## src/rab_pkg.sv

```systemverilog
package rab_pkg;

  localparam int CH_W = 8;
  localparam int LANES = 4;
  localparam int RGB_LANES = 3;
  localparam int ALPHA_LANE = 3;
  localparam int NUM_W = 25;
  localparam int DEN_W = 16;
  localparam int PROD_W = 16;
  localparam int DIV_STAGES = 4;
  localparam int BITS_PER_STAGE = 2;

  localparam logic [2:0] OP_PA_NPA  = 3'd0;
  localparam logic [2:0] OP_PA_PA   = 3'd1;
  localparam logic [2:0] OP_NPA_NPA = 3'd2;
  localparam logic [2:0] OP_NPA_PA  = 3'd3;
  localparam logic [2:0] OP_TO_PA   = 3'd4;
  localparam logic [2:0] OP_TO_NPA  = 3'd5;

  localparam logic [CH_W-1:0] CH_MAX = 8'd255;

  typedef logic [CH_W-1:0]   ch_t;
  typedef logic [NUM_W-1:0]  num_t;
  typedef logic [DEN_W-1:0]  den_t;
  typedef logic [PROD_W-1:0] prod_t;

  typedef struct packed {
    logic [2:0]            op;
    ch_t [RGB_LANES-1:0]   src;
  } tag_t;

  typedef struct packed {
    num_t rem;
    den_t den;
    ch_t  quo;
    logic ovf;
  } dlane_t;

  typedef struct packed {
    dlane_t [LANES-1:0] lane;
    tag_t               tag;
  } dstage_t;

endpackage

```

## src/rab_div.sv

```systemverilog
module rab_div (
  input  logic                               clk,
  input  logic                               rst_n,
  input  logic                               in_valid,
  output logic                               in_ready,
  input  rab_pkg::num_t [rab_pkg::LANES-1:0] in_num,
  input  rab_pkg::den_t [rab_pkg::LANES-1:0] in_den,
  input  rab_pkg::tag_t                      in_tag,
  output logic                               out_valid,
  input  logic                               out_ready,
  output rab_pkg::ch_t [rab_pkg::LANES-1:0]  out_quo,
  output logic [rab_pkg::LANES-1:0]          out_ovf,
  output rab_pkg::tag_t                      out_tag
);
  import rab_pkg::*;

  logic [DIV_STAGES:0]   v_r;
  logic [DIV_STAGES+1:0] en;
  dstage_t               st_r   [DIV_STAGES+1];
  dstage_t               st_nxt [DIV_STAGES+1];
  num_t                  trial;
  int                    bitpos;

  always_comb begin
    en[DIV_STAGES+1] = out_ready;
    for (int k = DIV_STAGES; k >= 0; k--) begin
      en[k] = !v_r[k] || en[k+1];
    end
  end

  assign in_ready = en[0];
  assign out_valid = v_r[DIV_STAGES];
  assign out_tag = st_r[DIV_STAGES].tag;

  always_comb begin
    for (int l = 0; l < LANES; l++) begin
      out_quo[l] = st_r[DIV_STAGES].lane[l].quo;
      out_ovf[l] = st_r[DIV_STAGES].lane[l].ovf;
    end
  end

  always_comb begin
    trial = '0;
    bitpos = 0;
    st_nxt[0].tag = in_tag;
    for (int l = 0; l < LANES; l++) begin
      st_nxt[0].lane[l].rem = in_num[l];
      st_nxt[0].lane[l].den = in_den[l];
      st_nxt[0].lane[l].quo = '0;
      st_nxt[0].lane[l].ovf = in_num[l] >= NUM_W'({in_den[l], 8'b0});
    end
    for (int k = 1; k <= DIV_STAGES; k++) begin
      st_nxt[k] = st_r[k-1];
      for (int l = 0; l < LANES; l++) begin
        for (int b = 0; b < BITS_PER_STAGE; b++) begin
          bitpos = CH_W - 1 - (k - 1) * BITS_PER_STAGE - b;
          trial = NUM_W'(st_nxt[k].lane[l].den) << bitpos;
          if (st_nxt[k].lane[l].rem >= trial) begin
            st_nxt[k].lane[l].rem = st_nxt[k].lane[l].rem - trial;
            st_nxt[k].lane[l].quo[bitpos] = 1'b1;
          end
        end
      end
    end
  end

  always_ff @(posedge clk) begin
    if (!rst_n) begin
      v_r <= '0;
    end else begin
      if (en[0]) v_r[0] <= in_valid;
      for (int k = 1; k <= DIV_STAGES; k++) begin
        if (en[k]) v_r[k] <= v_r[k-1];
      end
    end
  end

  always_ff @(posedge clk) begin
    if (en[0] && in_valid) st_r[0] <= st_nxt[0];
    for (int k = 1; k <= DIV_STAGES; k++) begin
      if (en[k] && v_r[k-1]) st_r[k] <= st_nxt[k];
    end
  end

endmodule

```

## config.mk

```make
export PLATFORM = sky130hd
export DESIGN_NAME = rab_div
export DESIGN_NICKNAME = d
export VERILOG_FILES = /design/src/rab_pkg.sv /design/src/rab_div.sv
export SDC_FILE = /design/constraint.sdc
export NUM_CORES = 2
export LEC_CHECK = 0
export BUFFER_PORTS_ARGS = -buffer_cell sky130_fd_sc_hd__buf_2
export CAP_MARGIN = 5
export CORE_MARGIN = 10
export CORE_UTILIZATION = 60
export DETAILED_ROUTE_END_ITERATION = 8
export PLACE_DENSITY = 0.86
export SYNTH_ARGS = -nofsm -noshare
export SYNTH_HDL_FRONTEND = slang
export SYNTH_SLANG_ARGS = --single-unit
```

## constraint.sdc

```tcl
create_clock -name clk -period 49.5 [get_ports clk]
set_input_delay 0 -clock clk [delete_from_list [all_inputs] [get_ports clk]]
set_output_delay 0 -clock clk [all_outputs]
set_load 0.01 [all_outputs]
```

=== Word-level counts from Yosys, hierarchy flattened ===
Memories as Yosys holds them, arrays and structs flattened.
Index checks and enable logic that the tools add are counted.

* Flip-flop bits (word level): 5
* Memory bits (writable): 1135
* Bits of input ports: 195
* Output and inout port bits: 65
* Logic and storage cells: 163
* Memories: 1

* Add/sub/neg operators: 32
* Magnitude comparators: 36
* Mux-type cells: 74
* Reductions and logical operators: 15

{| class="wikitable"
|+ Memory list
! memory !! words !! width !! rd ports !! clocked after Yosys merged registers in !! wr ports !! RTL line !! RTL
|-
| st_r || 5 || 227 || 5 || 0 || 5 || rab_div.sv:19 || <nowiki>dstage_t st_r [DIV_STAGES+1];</nowiki>
|}

{| class="wikitable"
|+ Operator list
! kind !! number
|-
| $mux 25 || 32
|-
| $ge 25x16->1 || 4
|-
| $ge 25x17->1 || 4
|-
| $ge 25x18->1 || 4
|-
| $ge 25x19->1 || 4
|-
| $ge 25x20->1 || 4
|-
| $ge 25x21->1 || 4
|-
| $ge 25x22->1 || 4
|-
| $ge 25x23->1 || 4
|-
| $ge 25x24->1 || 4
|-
| $sub 25x16->25 || 4
|-
| $sub 25x17->25 || 4
|-
| $sub 25x18->25 || 4
|-
| $sub 25x19->25 || 4
|-
| $sub 25x20->25 || 4
|-
| $sub 25x21->25 || 4
|-
| $sub 25x22->25 || 4
|-
| $sub 25x23->25 || 4
|-
| $mux 1 || 42
|-
| $logic_and 1x1->1 || 5
|-
| $logic_not 1->1 || 5
|-
| $logic_or 1x1->1 || 5
|}

=== Depth between registers and ports, before layout ===
* Depth in word-level cells: 9
* Mapped depth: 27
* Depth with buffers taken out: 24

=== Worst setup path before layout ===
Ideal clock, no wire load.

* Path kind: register -> register
* Start: register v_r[4]
* End: memory st_r[0][681] (netlist bit), enable pin
* Library setup time: 1134 ps
* Data arrival time: 16273 ps
* Data required time: 48366 ps
* Slack: 32092 ps
* Cell stages (with the launch flop): 3
* Buffers on the path: 0
* Clock period less this slack: 17408 ps
* Cells stage by stage: dfxtp_1 > nor2b_1 > a21boi_0

{| class="wikitable"
|+ RTL lines
! what !! RTL line !! RTL
|-
| start, declared || rab_div.sv:17 || <nowiki>logic [DIV_STAGES:0] v_r;</nowiki>
|-
| start signal, assigned by index || rab_div.sv:73 || <nowiki>if (en[k]) v_r[k] <= v_r[k-1];</nowiki>
|-
| end, declared || rab_div.sv:19 ||
|}

==> impl_metrics.toml <==
[floorplan]
core_area_mm2 = 0.100
start_util = 0.604
num_io_pins = 260
die_w_um = 337
std_cell_rows = 116
die_area_mm2 = 0.114
die_h_um = 337

[yosys]
ys_top_cells_by_area = "edfxtp_1 44%, ha_1 12%, a21oi_1 3.9%"
ys_seq_area_frac = 0.445
synthFlopType = "edfxtp_1"
syn-instance-count = 5846
yosysMostFrequentCell = "edfxtp_1"
synth.distinct_cells = 96
synth_top_area_cell = "edfxtp_1"
syn_nets = 6645
synth_edf_count = 891
syn_area_per_cell_um2 = 10.3
synthesis.area_mm2 = 0.0604
synth_common_cells = "891 x edfxtp_1, 576 x ha_1, 495 x inv_1"
netlist.area_leader.share = 0.443
ys_async_sr_fraction = 0
yosys_warnings = 0
synth-seq-cells = 896

[cells_and_area]
area_growth_pct = 13.0
fin_nets = 7097
final_core_util = 0.682
fin_area_mm2 = 0.0682
drive_gt1_frac = 0.103

[critical_path]
cp-start-kind = "register"
path_class = "register to register"
required_ps = 49940
cp_data_arrival_time_ps = 7600
crit_fanout = 35
end_kind = "register"

[global_routing]
grt_use_total = 0.265
antenna_found_initial = 11
grt_max_degree = 80
grt_pass1_wl_um = 242000
grt_pass1_vias = 46100
grt_remaining_overflow = 0

[drt]
num_vias = 46900
ant_nets = 0
drt_iter0_markers = 3949
drt-pass1-iter-count = 6
drc = 0
viasPerCell = 6.11
routed_wl_um = 154000
wl_per_cell_um = 20.1

[sta]
holdWs_ps = 44.2
slew_headroom = 0.187
rsz0062_at_grt = "false"
tns_ps = 0
period_minus_slack_ps = 7170
setup_viol = 0
fmax_mhz = 140
final.setup.worst_slack_ps = 42330
period_share = 0.145
slew_violations = 0
max_slew.worst_pin.slew_ps = 1220
hold_viol = 0
skew_ps = 41.6

[pwr]
power_density_mw_per_mm2 = 39.9
leakagePower_uw = 0.0273
peakVddDrop_mv = 0.0351

[cts]
htree_levels = 3
clock_path_buffers = 3
ctsResizeCount = 0
cts_setup_buffers = 0
cts.sinks = 896
cts_tree = "built"
clock_latency_ps = 700
cts_buffers = 95
cts_root_buf = "clkbuf_16"
clk_pin_slew_ps = 70

[place]
preCtsSetupSlack_ps = 42480
io_buffers = 259
detailed_place_hpwl_um = 115000
placed_cell_area_mm2 = 0.0627
routabilityCongestion = 0.967

[hold_path]
min_path_type = "input port to register"

[flow_run]
maxCapViolCount = 0

[outcome]
outcome = "finished, final reports clean"
[repair_timing]
| item | CTS | global route |
|---|---|---|
| endpoints found under the setup margin | 0 | 0 |
| hold buffers | 235 | 0 |
| endpoints found under the hold margin | 229 | 0 |
[state kept, by name, indices dropped and copies added (netlist names)]
name and cells:
st_r 891, v_r 5
[critical path, stage by stage, from the launching register on]
cell and delay, ps:
edfxtp_1 390, inv_1 80, ha_1 160, inv_1 60, fa_1 400, a21o_1 220
a31oi_1 270, o21ai_1 220, o41ai_1 770, nand2_1 670, a21oi_1 480, ha_1 310
nor2b_1 150, o211ai_1 140, and3_1 240, o311ai_0 180, a2111oi_0 720, o41ai_1 250
or2_1 310, nor4_4 160, buf_4 360, mux2_1 360
[layout make-up]
class | count | area (um2)
sequential | 896 | 26900
clock inverter | 68 | 792
tap | 1298 | 1620
inverter | 498 | 1870
fill | 7178 | 31800
clock buffer | 105 | 2410
antenna | 5 | 12.5
timing repair buffer | 522 | 3860
multi-input combinational | 4285 | 30800
[layer usage]
layer  vias to the layer above  wire length [um]  global-route usage
met3                       429             10700              0.0392
met1                     22000             63800               0.335
li1                      22500                 -                   -
met4                         6              7070               0.114
met5                         -                32                   0
met2                      1940             72800               0.449
[power by group]
part	switching (uW)	internal [uW]	leakage, uW
Combinational	571	454	0.0177
Clock	312	419	0.00152
Sequential	37.3	930	0.00813
[layout by cell type (no fill, tap or decap), types with 30 or more instances in the layout]
| cell type | netlist | routed |
|---|---|---|
| ha_1 | 576 | 576 |
| nor3_1 | 99 | 97 |
| inv_1 | 495 | 495 |
| xnor2_1 | 264 | 264 |
| nand2b_1 | 69 | 69 |
| a21o_1 | 183 | 183 |
| or3_1 | 51 | 51 |
| edfxtp_1 | 891 | 891 |
| nor4_1 | 52 | 52 |
| nand2_1 | 399 | 399 |
| dlygate4sd3_1 | 0 | 235 |
| o21ai_0 | 359 | 359 |
| nor2b_1 | 74 | 72 |
| mux2_2 | 140 | 140 |
| nand4_1 | 93 | 93 |
| nor2_1 | 402 | 402 |
| nand3_1 | 107 | 107 |
| xor2_1 | 138 | 138 |
| a31oi_1 | 35 | 34 |
| a211oi_1 | 51 | 51 |
| o31ai_1 | 43 | 43 |
| a21oi_1 | 469 | 468 |
| clkbuf_16 | 0 | 95 |
| buf_2 | 21 | 259 |
| and3_1 | 38 | 38 |
| o21bai_1 | 48 | 48 |
| o21a_1 | 101 | 101 |
| o211ai_1 | 30 | 30 |
[kinds of logic (layout without fill, tap and decap cells)]
logic type,Yosys count,in the layout,synth area share
AO/OA/AOI/OAI,1554,1554,0.162
XOR/XNOR,403,403,0.0586
adder cells (fa/ha/maj),604,604,0.129
buffers and inverters,665,1193,0.0461
flip-flops,896,896,0.445
multiplexers,181,181,0.0335
other,0,5,0
AND/OR/NAND/NOR,1543,1543,0.126
[worst paths after layout]
kind / start / endpoint / slack (ps) / depth (start not counted)
worst max-delay path: st_r[0][384] / st_r[0][611] / 42330 / 21
worst min-delay path: in_num[1] / st_r[0][53] / 40 / 2
worst max register to register: st_r[0][384] / st_r[0][611] / 42330 / 21
worst min register to register: st_r[0][694] / st_r[0][921] / 390 / 0
[stage by stage]
step           power [uW]  cells
2_1_floorplan        1760   5846
3_3_place_gp         1930   7264
3_5_place_dp         1960   7264
4_1_cts              2710   7672
5_1_grt              2880   7677
6_report             2720   7677
Note: power is estimated with default switching activity, not from simulation.
