## config.mk

```make
export PLATFORM = sky130hd
export DESIGN_NAME = rab_post
export DESIGN_NICKNAME = d
export VERILOG_FILES = /design/src/rab_pkg.sv /design/src/rab_post.sv
export SDC_FILE = /design/constraint.sdc
export NUM_CORES = 1
export LEC_CHECK = 0
export BUFFER_PORTS_ARGS = -buffer_cell sky130_fd_sc_hd__buf_2
export CORE_ASPECT_RATIO = 0.8
export CORE_UTILIZATION = 49
export CTS_CLUSTER_DIAMETER = 50
export CTS_CLUSTER_SIZE = 12
export DETAILED_ROUTE_END_ITERATION = 8
export PLACE_DENSITY = 0.84
export SYNTH_ARGS = -nofsm -noshare
export SYNTH_HDL_FRONTEND = slang
export SYNTH_SLANG_ARGS = --single-unit
```

## constraint.sdc

```tcl
create_clock -name clk -period 2.77 [get_ports clk]
set_input_delay 0.6925 -clock clk [delete_from_list [all_inputs] [get_ports clk]]
set_output_delay 0.6925 -clock clk [all_outputs]
set_load 0.005 [all_outputs]
```

## src/rab_pkg.sv

```systemverilog
package rab_pkg;

  localparam int CH_W = 8;
  localparam int LANES = 4;
  localparam int RGB_LANES = 3;
  localparam int ALPHA_LANE = 3;
  localparam int NUM_W = 25;
  localparam int DEN_W = 16;
  localparam int PROD_W = 16;
  localparam int DIV_STAGES = 4;
  localparam int BITS_PER_STAGE = 2;

  localparam logic [2:0] OP_PA_NPA  = 3'd0;
  localparam logic [2:0] OP_PA_PA   = 3'd1;
  localparam logic [2:0] OP_NPA_NPA = 3'd2;
  localparam logic [2:0] OP_NPA_PA  = 3'd3;
  localparam logic [2:0] OP_TO_PA   = 3'd4;
  localparam logic [2:0] OP_TO_NPA  = 3'd5;

  localparam logic [CH_W-1:0] CH_MAX = 8'd255;

  typedef logic [CH_W-1:0]   ch_t;
  typedef logic [NUM_W-1:0]  num_t;
  typedef logic [DEN_W-1:0]  den_t;
  typedef logic [PROD_W-1:0] prod_t;

  typedef struct packed {
    logic [2:0]            op;
    ch_t [RGB_LANES-1:0]   src;
  } tag_t;

  typedef struct packed {
    num_t rem;
    den_t den;
    ch_t  quo;
    logic ovf;
  } dlane_t;

  typedef struct packed {
    dlane_t [LANES-1:0] lane;
    tag_t               tag;
  } dstage_t;

endpackage

```

## src/rab_post.sv

```systemverilog
module rab_post (
  input  logic                               clk,
  input  logic                               rst_n,
  input  logic                               in_valid,
  output logic                               in_ready,
  input  rab_pkg::ch_t [rab_pkg::LANES-1:0]  in_quo,
  input  logic [rab_pkg::LANES-1:0]          in_ovf,
  input  rab_pkg::tag_t                      in_tag,
  output logic                               out_valid,
  input  logic                               out_ready,
  output rab_pkg::ch_t [rab_pkg::LANES-1:0]  out_pix
);
  import rab_pkg::*;

  logic            v_r;
  ch_t [LANES-1:0] pix_r, pix_nxt;
  logic [CH_W:0]   sum;

  assign in_ready = !v_r || out_ready;
  assign out_valid = v_r;
  assign out_pix = pix_r;

  always_comb begin
    sum = '0;
    for (int i = 0; i < LANES; i++) begin
      if (in_ovf[i]) begin
        pix_nxt[i] = CH_MAX;
      end else if (i < RGB_LANES && in_tag.op == OP_PA_PA) begin
        sum = {1'b0, in_quo[i]} + {1'b0, in_tag.src[i % RGB_LANES]};
        pix_nxt[i] = sum[CH_W] ? CH_MAX : sum[CH_W-1:0];
      end else begin
        pix_nxt[i] = in_quo[i];
      end
    end
  end

  always_ff @(posedge clk) begin
    if (!rst_n) begin
      v_r <= 1'b0;
    end else if (in_ready) begin
      v_r <= in_valid;
    end
  end

  always_ff @(posedge clk) begin
    if (in_ready && in_valid) pix_r <= pix_nxt;
  end

endmodule

```

## Word-level counts from Yosys, hierarchy flattened

Index checks and enable logic that the tools add are counted.

- Bits in registers: 33
- Word-level logic and storage cells: 18

- Add/sub/neg operators: 3
- Equal/unequal tests: 1
- Mux-type cells: 6
- Reduce and logical (&&, ||, !) cells: 3

Operators by type and width:

| cell | count |
|---|---|
| $mux 8 | 6 |
| $add 8x8->9 | 3 |
| $eq 3x1->1 const B | 1 |
| $logic_and 1x1->1 | 1 |
| $logic_not 1->1 | 1 |
| $logic_or 1x1->1 | 1 |

## Longest topological paths before layout

- Depth after elaboration: 3
- Mapped depth: 7

## Worst setup path before layout

Ideal clock, no wire load.

- Kind: input to register
- Start: input port in_quo[0] in the netlist's numbering
- End: register pix_r (netlist bit out_pix[6]), data pin
- Arrival time: 2.254 ns
- Data required time: 2.511 ns
- Path slack: 0.257 ns
- Cell stages on the path: 7
- Buffers on the path: 0
- Cell sequence: ha_1 > fa_1 > a21o_1 > a221oi_2 > mux2i_1 > a21oi_1 > or2_1

- Longest elaborated chain between the ends: 3

RTL lines:

| what | RTL line | source |
|---|---|---|
| from (decl) | rab_post.sv:6 | `input rab_pkg::ch_t [rab_pkg::LANES-1:0] in_quo,` |
| $add 8x8->9 | rab_post.sv:29 | `sum = {1'b0, in_quo[i]} + {1'b0, in_tag.src[i % RGB_LANES]};` |
| $mux 8 | rab_post.sv:30 | `pix_nxt[i] = sum[CH_W] ? CH_MAX : sum[CH_W-1:0];` |
| $mux 8 | rab_post.sv:28 | `end else if (i < RGB_LANES && in_tag.op == OP_PA_PA) begin` |
| to (signal assigned) | rab_post.sv:46 | `if (in_ready && in_valid) pix_r <= pix_nxt;` |
| to (decl) | rab_post.sv:16 | `ch_t [LANES-1:0] pix_r, pix_nxt;` |

Every way passes these cells.
A chain may end at the register's enable or synchronous reset.

## Worst setup path after layout

Same ends and word-level chain as after synthesis.

==> impl_metrics.env <==
export IMPL_post_synthesis_cell_count=227
export IMPL_combPwrFrac_pct=27.9
export IMPL_synth_warnings=0
export IMPL_area_growth_syn_to_layout_pct=27.8
export IMPL_synth_simple_gate_area_share_pct=16.2
export IMPL_timing_hold_worst_path_depth=2
export IMPL_place_detailed_instances=385
export IMPL_worst_hold_startpoint="out_valid$_SDFFE_PN0N_"
export IMPL_antenna_violations_before_repair=0
export IMPL_p_clk_share_pct=29.1
export IMPL_layout_core_utilization_pct=66.7
export IMPL_grt_use_total_pct=23.1
export IMPL_drtPass1Iterations=4
export IMPL_cp_data_arrival_time_ns=2.56
export IMPL_critical_path_cell_count=8
export IMPL_synth_mux_area_fraction_pct=2.46
export IMPL_async_reset_ff_share_pct=0
export IMPL_synth_net_count=321
export IMPL_placementRows=22
export IMPL_power_density_nw_per_um2=438
export IMPL_timing_critical_path_to_type="flop"
export IMPL_swShare_pct=27.6
export IMPL_cts_resized=0
export IMPL_final_setup_skew_ns=0.00179
export IMPL_synth_yosys_seq_area_share_pct=40.1
export IMPL_p_seq_share_pct=43.0
export IMPL_post_route_min_period_ns=2.53
export IMPL_synth_cell_types=45
export IMPL_post_synth_fa_ha_maj_area_fraction_pct=14.7
export IMPL_power_total_mw=1.37
export IMPL_setup_viol_count_final=0
export IMPL_synth_common_cells="sky130_fd_sc_hd__edfxtp_1 (32), sky130_fd_sc_hd__a21oi_1 (25), sky130_fd_sc_hd__ha_1 (24), sky130_fd_sc_hd__nand2b_1 (19), sky130_fd_sc_hd__nor3_1 (11)"
export IMPL_via_count=2186
export IMPL_io_pins=101
export IMPL_internal_power_uw=989
export IMPL_global_route_overflow_total=0
export IMPL_routed_wire_length_per_instance_microns=14.2
export IMPL_cts_hold_repair_buffers=0
export IMPL_critical_path_buf_inv_count=1
export IMPL_max_freq_mhz=396
export IMPL_floorplan_die_area_sq_um=5280
export IMPL_buffer_ports_inserted=100
export IMPL_die_h_microns=65.2
export IMPL_clk_path_buf_depth=2
export IMPL_tightest_slew_ns=0.405
export IMPL_clk_pin_slew_ns=0.07
export IMPL_floorplan_core_area_sq_um=4680
export IMPL_setup_repair_after_global_routing_missed_its_margin="false"
export IMPL_worstSkewPairLatency_ns=0.28
export IMPL_post_route_drc_count=0
export IMPL_1st_iter_drt_viols=93
export IMPL_via_count_of_the_first_global_routing_pass=2117
export IMPL_leakage_component_of_the_power_nw=1.34
export IMPL_wire_length_after_detailed_routing_mm=5.60
export IMPL_post_synth_cell_area_avg_sq_um=10.8
export IMPL_floorplan_initialDensity_pct=52.2
export IMPL_yosys_most_used_dff="sky130_fd_sc_hd__edfxtp_1"
export IMPL_synth_xor_area_share_pct=3.94
export IMPL_main_combinational_cell_family_by_area_after_synthesis="compound AO/OA/AOI/OAI gates"
export IMPL_syn_cell_area_sq_um=2440
export IMPL_layout_net_count=426
export IMPL_cpPeakStageDelay_ns=0.41
export IMPL_detailedPlacementHpwl_mm=4.46
export IMPL_layout_drive_gt1_share_pct=39.6
export IMPL_power_switching_uw=377
export IMPL_netlist_top_cell_by_area="sky130_fd_sc_hd__edfxtp_1"
export IMPL_critPathLaunch="in_quo[0]"
export IMPL_slew_headroom_pct=72.3
export IMPL_timing_hold_ws_ns=0.543
export IMPL_cp_top_delay_family="compound AO/OA/AOI/OAI gates"
export IMPL_tritoncts_num_buffers=5
export IMPL_register_to_register_path_depth=3
export IMPL_ir_worst_vdd_mv=0.279
export IMPL_final_max_slew_violation_count=0
export IMPL_timing_max_cap_violations=0
export IMPL_worstPathRequired_ns=2.80
export IMPL_grt_first_pass_wirelength_mm=9.26
export IMPL_post_route_period_util_pct=91.2
export IMPL_synth_most_common_cell="sky130_fd_sc_hd__edfxtp_1"
export IMPL_timing_critical_path_cells="buf_2, ha_1, fa_1, a21o_1, a221oi_2, mux2i_1, a21oi_1, or2_1"
export IMPL_finalWeightedCongestion=0.862
export IMPL_worst_setup_path_start_kind="input pin"
export IMPL_synth_seq_cells=33
export IMPL_crit_type="input pin to flop"
export IMPL_clock_sinks=33
export IMPL_synthTopCellsByArea="sky130_fd_sc_hd__edfxtp_1 (39%), sky130_fd_sc_hd__ha_1 (12%), sky130_fd_sc_hd__a21oi_1 (5.1%)"
export IMPL_synth_compound_area_share_pct=20.7
export IMPL_diodes=0
export IMPL_route_antenna_remaining_nets=0
export IMPL_post_synth_edffs=32
export IMPL_cts_tree="yes"
export IMPL_fillers=424
export IMPL_cts_setup_buffers=0
export IMPL_hold_path_class="flop to flop"
export IMPL_crit_path_top_delay_cell="sky130_fd_sc_hd__fa_1"
export IMPL_floorplan_die_width_microns=81.0
export IMPL_crit_fanout=3
export IMPL_via_per_inst=5.56
export IMPL_largest_net_degree_at_the_start_of_global_routing=33
export IMPL_final_cell_count_no_fill=393
export IMPL_htree_num_levels=2
export IMPL_clockRootBuffer="sky130_fd_sc_hd__clkbuf_8"
export IMPL_run_status="complete, no violations"
export IMPL_final_count_of_hold_timing_violations=0
export IMPL_yosysTopAreaCellShare_pct=39.3
export IMPL_r2r_start="out_valid$_SDFFE_PN0N_"
-- registers in the layout, summed over array words and instances, names as in the netlist --
register and count:
out_pix 32, out_valid 1
-- power groups by stage --
stage	Clock, mW	Combinational (mW)	Sequential (mW)
2_1_floorplan	0	0.242	0.604
3_5_place_dp	0	0.378	0.600
3_3_place_gp	0	0.366	0.598
4_1_cts	0.409	0.380	0.589
5_1_grt	0.435	0.427	0.591
6_report	0.398	0.381	0.588
-- metal layers --
metal,up-vias,routed length [microns],global-route usage [%],part of all wire (%)
met4,0,47,8.93,0.84
met2,93,2630,38.8,47
met3,4,414,6.53,7.4
met1,1010,2510,27.8,45
met5,-,0,0,0
li1,1079,-,-,-
-- worst paths after layout --
path / endpoint / slack (ns)
worst max-delay path: out_pix[6]$_SDFFCE_PP1P_ / 0.24
worst min-delay path: out_valid$_SDFFE_PN0N_ / 0.54
worst max register to register: out_pix[6]$_SDFFCE_PP1P_ / 1.49
worst min register to register: out_valid$_SDFFE_PN0N_ / 0.54
-- layout make-up --
type | instances | area (sq um) | share of cell area, %
repair buffers | 103 | 523 | 16.7
clock buffers | 7 | 96.3 | 3.08
inverters | 6 | 22.5 | 0.721
multi-input cells | 183 | 1420 | 45.5
clock inverters | 1 | 5.00 | 0.160
well taps | 60 | 75.1 | 2.40
flip-flops and latches | 33 | 981 | 31.4
-- kinds of logic after synthesis --
logic type               Yosys count
AND/OR/NAND/NOR                   68
multiplexers                       6
flip-flops                        33
buffers and inverters             11
AO/OA/AOI/OAI                     71
XOR/XNOR                          11
adder cells (fa/ha/maj)           27
-- worst register-to-register path: cells and delay by family, from the launching register on --
family        cells  cell delay, ns
flops             1            0.31
buf+inv           1            0.38
simple gates      2            0.22
-- layout by cell type (no fill, tap or decap), types with 2 or more instances in the layout --
master	count
sky130_fd_sc_hd__o32ai_2	2
sky130_fd_sc_hd__nor3_1	11
sky130_fd_sc_hd__clkbuf_8	7
sky130_fd_sc_hd__a211o_1	2
sky130_fd_sc_hd__a31oi_1	2
sky130_fd_sc_hd__buf_2	100
sky130_fd_sc_hd__o22ai_1	10
sky130_fd_sc_hd__and3_1	5
sky130_fd_sc_hd__mux2i_1	6
sky130_fd_sc_hd__a2111oi_0	3
sky130_fd_sc_hd__nor2b_1	4
sky130_fd_sc_hd__or2_2	8
sky130_fd_sc_hd__edfxtp_1	32
sky130_fd_sc_hd__nand2b_1	19
sky130_fd_sc_hd__a21oi_1	25
sky130_fd_sc_hd__a21o_1	4
sky130_fd_sc_hd__xnor2_1	4
sky130_fd_sc_hd__nand2_1	5
sky130_fd_sc_hd__inv_1	6
sky130_fd_sc_hd__ha_1	24
sky130_fd_sc_hd__o22ai_2	5
sky130_fd_sc_hd__nor2_1	7
sky130_fd_sc_hd__o21bai_1	2
sky130_fd_sc_hd__buf_4	3
sky130_fd_sc_hd__o21ai_0	3
sky130_fd_sc_hd__xor2_1	7
sky130_fd_sc_hd__fa_1	3
sky130_fd_sc_hd__o21a_1	2
sky130_fd_sc_hd__and2_1	3
sky130_fd_sc_hd__o21ai_1	2
-- stage by stage --
| stage | setup slack (ns) | setup TNS (ns) | instance area [sq um] |
|---|---|---|---|
| 2_1_floorplan | 0.257 | 0 | 2440 |
| 3_3_place_gp | 0.0781 | 0 | 3020 |
| 3_5_place_dp | -0.00377 | -0.00377 | 3020 |
| 4_1_cts | 0.293 | 0 | 3120 |
| 5_1_grt | 0.206 | 0 | 3120 |
| 6_report | 0.243 | 0 | 3120 |
(Power assumes the default switching activity.)
