<file path="src/rab_pkg.sv">
package rab_pkg;

  localparam int CH_W = 8;
  localparam int LANES = 4;
  localparam int RGB_LANES = 3;
  localparam int ALPHA_LANE = 3;
  localparam int NUM_W = 25;
  localparam int DEN_W = 16;
  localparam int PROD_W = 16;
  localparam int DIV_STAGES = 4;
  localparam int BITS_PER_STAGE = 2;

  localparam logic [2:0] OP_PA_NPA  = 3'd0;
  localparam logic [2:0] OP_PA_PA   = 3'd1;
  localparam logic [2:0] OP_NPA_NPA = 3'd2;
  localparam logic [2:0] OP_NPA_PA  = 3'd3;
  localparam logic [2:0] OP_TO_PA   = 3'd4;
  localparam logic [2:0] OP_TO_NPA  = 3'd5;

  localparam logic [CH_W-1:0] CH_MAX = 8'd255;

  typedef logic [CH_W-1:0]   ch_t;
  typedef logic [NUM_W-1:0]  num_t;
  typedef logic [DEN_W-1:0]  den_t;
  typedef logic [PROD_W-1:0] prod_t;

  typedef struct packed {
    logic [2:0]            op;
    ch_t [RGB_LANES-1:0]   src;
  } tag_t;

  typedef struct packed {
    num_t rem;
    den_t den;
    ch_t  quo;
    logic ovf;
  } dlane_t;

  typedef struct packed {
    dlane_t [LANES-1:0] lane;
    tag_t               tag;
  } dstage_t;

endpackage

</file>
<file path="src/rab_front.sv">
module rab_front (
  input  logic                                     clk,
  input  logic                                     rst_n,
  input  logic                                     in_valid,
  output logic                                     in_ready,
  input  logic [2:0]                               in_op,
  input  rab_pkg::ch_t [rab_pkg::LANES-1:0]        in_src,
  input  rab_pkg::ch_t [rab_pkg::LANES-1:0]        in_dst,
  output logic                                     out_valid,
  input  logic                                     out_ready,
  output rab_pkg::num_t [rab_pkg::LANES-1:0]       out_num,
  output rab_pkg::den_t [rab_pkg::LANES-1:0]       out_den,
  output rab_pkg::tag_t                            out_tag
);
  import rab_pkg::*;

  logic                     v1_r, v2_r;
  logic                     en1, en2;
  logic [2:0]               op1_r;
  ch_t [LANES-1:0]          s1_r, d1_r;
  prod_t                    pdi1_r, sa255_1_r;
  prod_t [RGB_LANES-1:0]    pdc1_r, psa1_r, p4_1_r;
  num_t [LANES-1:0]         num_nxt, num2_r;
  den_t [LANES-1:0]         den_nxt, den2_r;
  tag_t                     tag2_r;
  ch_t                      inv;
  num_t                     keep, add2;

  assign en2 = !v2_r || out_ready;
  assign en1 = !v1_r || en2;
  assign in_ready = en1;
  assign out_valid = v2_r;
  assign out_num = num2_r;
  assign out_den = den2_r;
  assign out_tag = tag2_r;
  assign inv = CH_MAX - in_src[ALPHA_LANE];

  always_ff @(posedge clk) begin
    if (!rst_n) begin
      v1_r <= 1'b0;
      v2_r <= 1'b0;
    end else begin
      if (en1) v1_r <= in_valid;
      if (en2) v2_r <= v1_r;
    end
  end

  always_ff @(posedge clk) begin
    if (en1 && in_valid) begin
      op1_r <= in_op;
      s1_r <= in_src;
      d1_r <= in_dst;
      pdi1_r <= PROD_W'(in_dst[ALPHA_LANE]) * PROD_W'(inv);
      sa255_1_r <= PROD_W'(in_src[ALPHA_LANE]) * PROD_W'(CH_MAX);
      for (int i = 0; i < RGB_LANES; i++) begin
        pdc1_r[i] <= PROD_W'(in_dst[i]) * PROD_W'(inv);
        psa1_r[i] <= PROD_W'(in_src[i]) * PROD_W'(in_src[ALPHA_LANE]);
        p4_1_r[i] <= PROD_W'(in_dst[i]) * (PROD_W'(in_dst[ALPHA_LANE]) + PROD_W'(1));
      end
    end
  end

  always_comb begin
    keep = '0;
    add2 = '0;
    for (int i = 0; i < RGB_LANES; i++) begin
      keep = NUM_W'(d1_r[i]) * NUM_W'(pdi1_r);
      add2 = NUM_W'(s1_r[i]) * (NUM_W'(sa255_1_r) + NUM_W'(1));
      case (op1_r)
        OP_PA_NPA: begin
          num_nxt[i] = NUM_W'(pdc1_r[i]) + NUM_W'(psa1_r[i]);
          den_nxt[i] = DEN_W'(CH_MAX);
        end
        OP_PA_PA: begin
          num_nxt[i] = NUM_W'(pdc1_r[i]);
          den_nxt[i] = DEN_W'(CH_MAX);
        end
        OP_NPA_NPA: begin
          num_nxt[i] = keep + add2;
          den_nxt[i] = pdi1_r + sa255_1_r + DEN_W'(1);
        end
        OP_NPA_PA: begin
          num_nxt[i] = keep + {1'b0, s1_r[i], 16'b0};
          den_nxt[i] = pdi1_r + sa255_1_r + DEN_W'(1);
        end
        OP_TO_PA: begin
          num_nxt[i] = NUM_W'(p4_1_r[i]);
          den_nxt[i] = DEN_W'(256);
        end
        OP_TO_NPA: begin
          num_nxt[i] = NUM_W'({d1_r[i], 8'b0});
          den_nxt[i] = DEN_W'(d1_r[ALPHA_LANE]) + DEN_W'(1);
        end
        default: begin
          num_nxt[i] = NUM_W'(d1_r[i]);
          den_nxt[i] = DEN_W'(1);
        end
      endcase
    end
    if (op1_r == OP_PA_NPA || op1_r == OP_PA_PA || op1_r == OP_NPA_NPA
        || op1_r == OP_NPA_PA) begin
      num_nxt[ALPHA_LANE] = NUM_W'(pdi1_r) + NUM_W'(sa255_1_r);
      den_nxt[ALPHA_LANE] = DEN_W'(CH_MAX);
    end else begin
      num_nxt[ALPHA_LANE] = NUM_W'(d1_r[ALPHA_LANE]);
      den_nxt[ALPHA_LANE] = DEN_W'(1);
    end
  end

  always_ff @(posedge clk) begin
    if (en2 && v1_r) begin
      num2_r <= num_nxt;
      den2_r <= den_nxt;
      tag2_r.op <= op1_r;
      tag2_r.src <= s1_r[RGB_LANES-1:0];
    end
  end

endmodule

</file>
<file path="config.mk">
export PLATFORM = sky130hd
export DESIGN_NAME = rab_front
export DESIGN_NICKNAME = d
export VERILOG_FILES = /design/src/rab_pkg.sv /design/src/rab_front.sv
export SDC_FILE = /design/constraint.sdc
export NUM_CORES = 2
export LEC_CHECK = 0
export BUFFER_PORTS_ARGS = -buffer_cell sky130_fd_sc_hd__buf_2
export CAP_MARGIN = 20
export CORE_ASPECT_RATIO = 0.7
export CORE_MARGIN = 2
export CORE_UTILIZATION = 40
export DETAILED_ROUTE_END_ITERATION = 8
export GPL_ROUTABILITY_DRIVEN = 0
export PLACE_DENSITY = 0.59
export SLEW_MARGIN = 20
export SYNTH_ARGS = -nofsm -noshare
export SYNTH_HDL_FRONTEND = slang
export SYNTH_SLANG_ARGS = --single-unit
</file>
<file path="constraint.sdc">
create_clock -name clk -period 20.2 [get_ports clk]
set_input_delay 2.02 -clock clk [delete_from_list [all_inputs] [get_ports clk]]
set_output_delay 2.02 -clock clk [all_outputs]
set_load 0.005 [all_outputs]
</file>
Word level (Yosys, flattened, before mapping)
Cells that the tools add are included.
{"block": "totals", "word_cells": 88, "register_bits": 388, "inputBits": 71, "out_inout_bits": 193}
{"block": "classes", "addsub": 16, "reduce_logical": 12, "multipliers": 17, "n_eq_ne": 5, "muxes": 6}
{"cell": "one-hot mux 25 bit (6 select lines)", "count": 3}
{"cell": "multiplier 8 x 8 -> 16 bit", "count": 7}
{"cell": "adder 24 x 24 -> 25 bit", "count": 3}
{"cell": "adder 24 x 25 -> 25 bit", "count": 3}
{"cell": "multiplier 8 x 16 -> 24 bit", "count": 3}
{"cell": "adder 16 x 16 -> 17 bit", "count": 4}
{"cell": "one-hot mux 16 bit (4 select lines)", "count": 1}
{"cell": "multiplier 8 x 25 -> 25 bit", "count": 2}
{"cell": "multiplier 8 x 16 -> 16 bit", "count": 2}
{"cell": "multiplier 8 x 17 -> 25 bit", "count": 1}
{"cell": "adder 8 x 1 -> 9 bit (second input constant)", "count": 2}
{"cell": "adder 16 x 1 -> 17 bit (second input constant)", "count": 1}
{"cell": "adder 16 x 1 -> 16 bit (second input constant)", "count": 1}
{"cell": "adder 16 bit", "count": 1}
{"cell": "multiplier 8 x 8 -> 16 bit (second input constant)", "count": 1}
{"cell": "multiplier 8 x 9 -> 16 bit", "count": 1}
{"cell": "two-way mux 8 bit", "count": 2}
{"cell": "subtractor 8 bit (first input constant)", "count": 1}
{"cell": "== test 3 x 2 -> 1 bit (second input constant)", "count": 2}
{"cell": "== test 3 bit (second input constant)", "count": 2}
{"cell": "logical OR 1 bit", "count": 5}
{"cell": "OR reduction 2 bit", "count": 2}
{"cell": "== test 3 x 1 -> 1 bit (second input constant)", "count": 1}
{"cell": "logical NOT 3 bit", "count": 1}
{"cell": "other kinds (2)", "count": 4}

Longest topological paths before layout
{"block": "depth", "depth_word": 5, "ltp_mapped": 33, "mapped_depth_nobuf": 31}

Worst setup path after synthesis
Ideal clock, no wire load.
{"block": "synth_timing", "path_type": "input to register", "start": "input out_ready", "end": "register den2_r, in the netlist out_den[0], enable pin", "setup_time_ps": 650, "required_time_ps": 19550, "stages": 2, "setup_slack_ps": 11439, "t_arrival_ps": 8111, "path_buffers": 0, "cell_sequence": "nor2b_1 nor2b_1"}
{"block": "synth_via", "elab_chain_len": 2}
{"element": "start, declared", "line_no": "rab_front.sv:10", "source": "input logic out_ready,"}
{"element": "logical OR 1 bit", "line_no": "rab_front.sv:29", "source": "assign en2 = !v2_r || out_ready;"}
{"element": "logical AND 1 bit", "line_no": "rab_front.sv:111", "source": "if (en2 && v1_r) begin"}
{"element": "end signal, assigned", "line_no": "rab_front.sv:113", "source": "den2_r <= den_nxt;"}
{"element": "end, declared", "line_no": "rab_front.sv:24", "source": "den_t [LANES-1:0] den_nxt, den2_r;"}
Every way passes these cells.
A chain may end at the register's enable or synchronous reset.

==> impl_metrics.env <==
export IMPL_outcome="completed"
export IMPL_synth_edf_count=371
export IMPL_rows=126
export IMPL_drive_gt1_share_pct=6.71
export IMPL_reg2reg_from="d1_r[5]$_DFFE_PP_"
export IMPL_die_width_um=497
export IMPL_cp_max_fo=18
export IMPL_required_ns=20.61
export IMPL_hp_class="reg2reg"
export IMPL_syn_inst=7261
export IMPL_finalSetupViolations=0
export IMPL_start_util_pct=40.3
export IMPL_via_count=52700
export IMPL_fin_skew_ns=0.0567
export IMPL_cts_buffers=47
export IMPL_area_growth_syn_to_layout_pct=7.23
export IMPL_max_freq_ghz=0.110
export IMPL_die_y_um=349
export IMPL_mostFrequentLayoutCells="1155 x inv_1, 1004 x fa_1, 749 x ha_1"
export IMPL_tns_ns=0
export IMPL_synth_top_flop_cell="edfxtp_1"
export IMPL_clkSinkCount=373
export IMPL_portBuffers=246
export IMPL_crit_path_max_incr_delay_ns=0.77
export IMPL_cts_root_buf="clkbuf_16"
export IMPL_grt_pass1_vias=54300
export IMPL_min_delay_start="v1_r$_SDFFE_PN0N_"
export IMPL_endpoint_kind="register"
export IMPL_syn_area_um2=68200
export IMPL_finalWirelength_um=219000
export IMPL_grt_usage_pct=25.5
export IMPL_final_common_cell="inv_1"
export IMPL_avgSynthCellArea_um2=9.39
export IMPL_crit_start="d1_r[5]$_DFFE_PP_"
export IMPL_io_pins=264
export IMPL_grt_max_degree=68
export IMPL_nNetsFinal=9130
export IMPL_avgRoutedWirePerCell_um=22.9
export IMPL_cts_htree_levels=2
export IMPL_post_cts_buffers=0
export IMPL_dieArea_um2=174000
export IMPL_overflow=0
export IMPL_clock_latency_ns=0.69
export IMPL_post_cts_resized=0
export IMPL_worstHoldPathCells=1
export IMPL_dp_hpwl_um=173000
export IMPL_synth_distinct_cells=103
export IMPL_antenna_found_initial=19
export IMPL_ys_ff_latch=373
export IMPL_synthArstFlopShare_pct=0
export IMPL_period_needed_ns=9.11
export IMPL_cap_violations=0
export IMPL_rsz0062_at_grt="no"
export IMPL_arrival_ns=9.52
export IMPL_drt_iter0_drc=4834
export IMPL_cts_tree="built"
export IMPL_crit_top_cell="fa_1"
export IMPL_final_hold_viol_count=0
export IMPL_r2r_cells=29
export IMPL_first_pass_iters=6
export IMPL_ant_nets=0
export IMPL_fp_coreArea_um2=169000
export IMPL_max_slew_margin_pct=19.4
export IMPL_cts_clk_slew_worst_paths_ns=0.06
export IMPL_yosys_warnings=0
export IMPL_clockBufferDepth=3
export IMPL_fin_crit_sh_pct=45.1
export IMPL_cpMaxStageDelayCell="edfxtp_1"
export IMPL_grt_pass1_wl_um=337000
export IMPL_yosysSeqAreaShare_pct=16.4
export IMPL_worstMarginPinSlew_ns=1.21
export IMPL_hold_buffers=0
export IMPL_path_class="reg2reg"
export IMPL_remaining_drc_errors=0
export IMPL_start_kind="register"
export IMPL_viasPerCell=5.50
export IMPL_slew_viol_final=0
export IMPL_holdWs_ns=0.525
## state kept, by name, indices dropped and copies added, names as in the netlist
| name | flops |
|---|---|
| v1_r | 1 |
| psa1_r | 48 |
| out_den | 17 |
| sa255_1_r | 16 |
| s1_r | 24 |
| out_valid | 1 |
| pdi1_r | 16 |
| p4_1_r | 48 |
| out_tag | 27 |
| out_num | 92 |
| d1_r | 32 |
| op1_r | 3 |
| pdc1_r | 48 |
## cell usage after synthesis (all sizes together) (16+ instances only)
cell type     n  share of area (%)
a211oi       40               0.45
a21boi       18               0.20
a21o        117                1.3
a21oi       308                2.3
a31oi        27               0.28
and2        697                6.4
and3         40               0.37
buf          93               0.87
clkbuf      268                1.5
edfxtp      371                 16
fa         1004                 29
ha          749                 14
inv        1158                6.4
mux2i        37               0.54
nand2       716                3.9
nand2b       68               0.62
nand3        55               0.40
nand4        24               0.23
nor2        257                1.4
nor2b       222                2.0
nor3         68               0.50
o211ai       33               0.38
o21a         63               0.69
o21ai       162                1.2
o21bai       22               0.24
o22ai        29               0.27
or2          16               0.15
or3          31               0.28
xnor2       239                3.1
xor2         91                1.2
## critical path: cells and delay by family (launching register included)
family | cells | cell delay, ns
AND/OR/NAND/NOR | 4 | 0.91
AO/OA/AOI/OAI | 9 | 1.94
adder cells (fa/ha/maj) | 10 | 4.67
XOR/XNOR | 2 | 0.42
buffers and inverters | 4 | 0.20
flip-flops | 1 | 0.77
## area by class of cell
cell class	instances	area, um2
fill	16400	95900
multi-input combinational	5384	51200
sequential	373	11200
inverter	1158	4350
tap	2240	2800
timing repair buffer	342	1980
clock buffer	56	1210
clock inverter	31	335
antenna	7	17.5
## per-layer routing
layer / vias up / GRT usage (%) / wire length, um
met2: 2224 / 39.1 / 94100
met3: 297 / 5.70 / 21300
met1: 26800 / 35.5 / 95800
met5: - / 0 / 41
li1: 23400 / - / -
met4: 6 / 8.41 / 8050
## kinds of logic after synthesis
kind of cell             Yosys count  share of synthesized area [%]
AO/OA/AOI/OAI                    985                           9.47
adder cells (fa/ha/maj)         1753                           43.2
XOR/XNOR                         330                           4.26
multiplexers                      54                          0.923
AND/OR/NAND/NOR                 2245                           16.9
flip-flops                       373                           16.4
other                              2                         0.0110
buffers and inverters           1519                           8.76
## worst paths after layout
| path | to | slack [ns] |
|---|---|---|
| worst min register to register | out_valid$_SDFFE_PN0P_ | 0.52 |
| worst max register to register | out_num[24]$_DFFE_PP_ | 11.09 |
| worst max-delay path | out_num[24]$_DFFE_PP_ | 11.09 |
| worst min-delay path | out_valid$_SDFFE_PN0P_ | 0.52 |
## stage by stage
step | std cells | utilization (%) | area [um2] | setup WS (ns)
floorplan | 7276 | - | 68200 | 11.44
global placement | 9496 | 42.3 | 71500 | 11.35
detailed placement | 9496 | 42.3 | 71500 | 11.20
CTS | 9583 | 43.2 | 73100 | 11.21
global route | 9584 | 43.2 | 73100 | 10.60
finish | 9591 | 43.3 | 73100 | 11.09
Power is not shown: default switching activity piles up to over one toggle a cycle in this logic, so the estimate is an artifact.
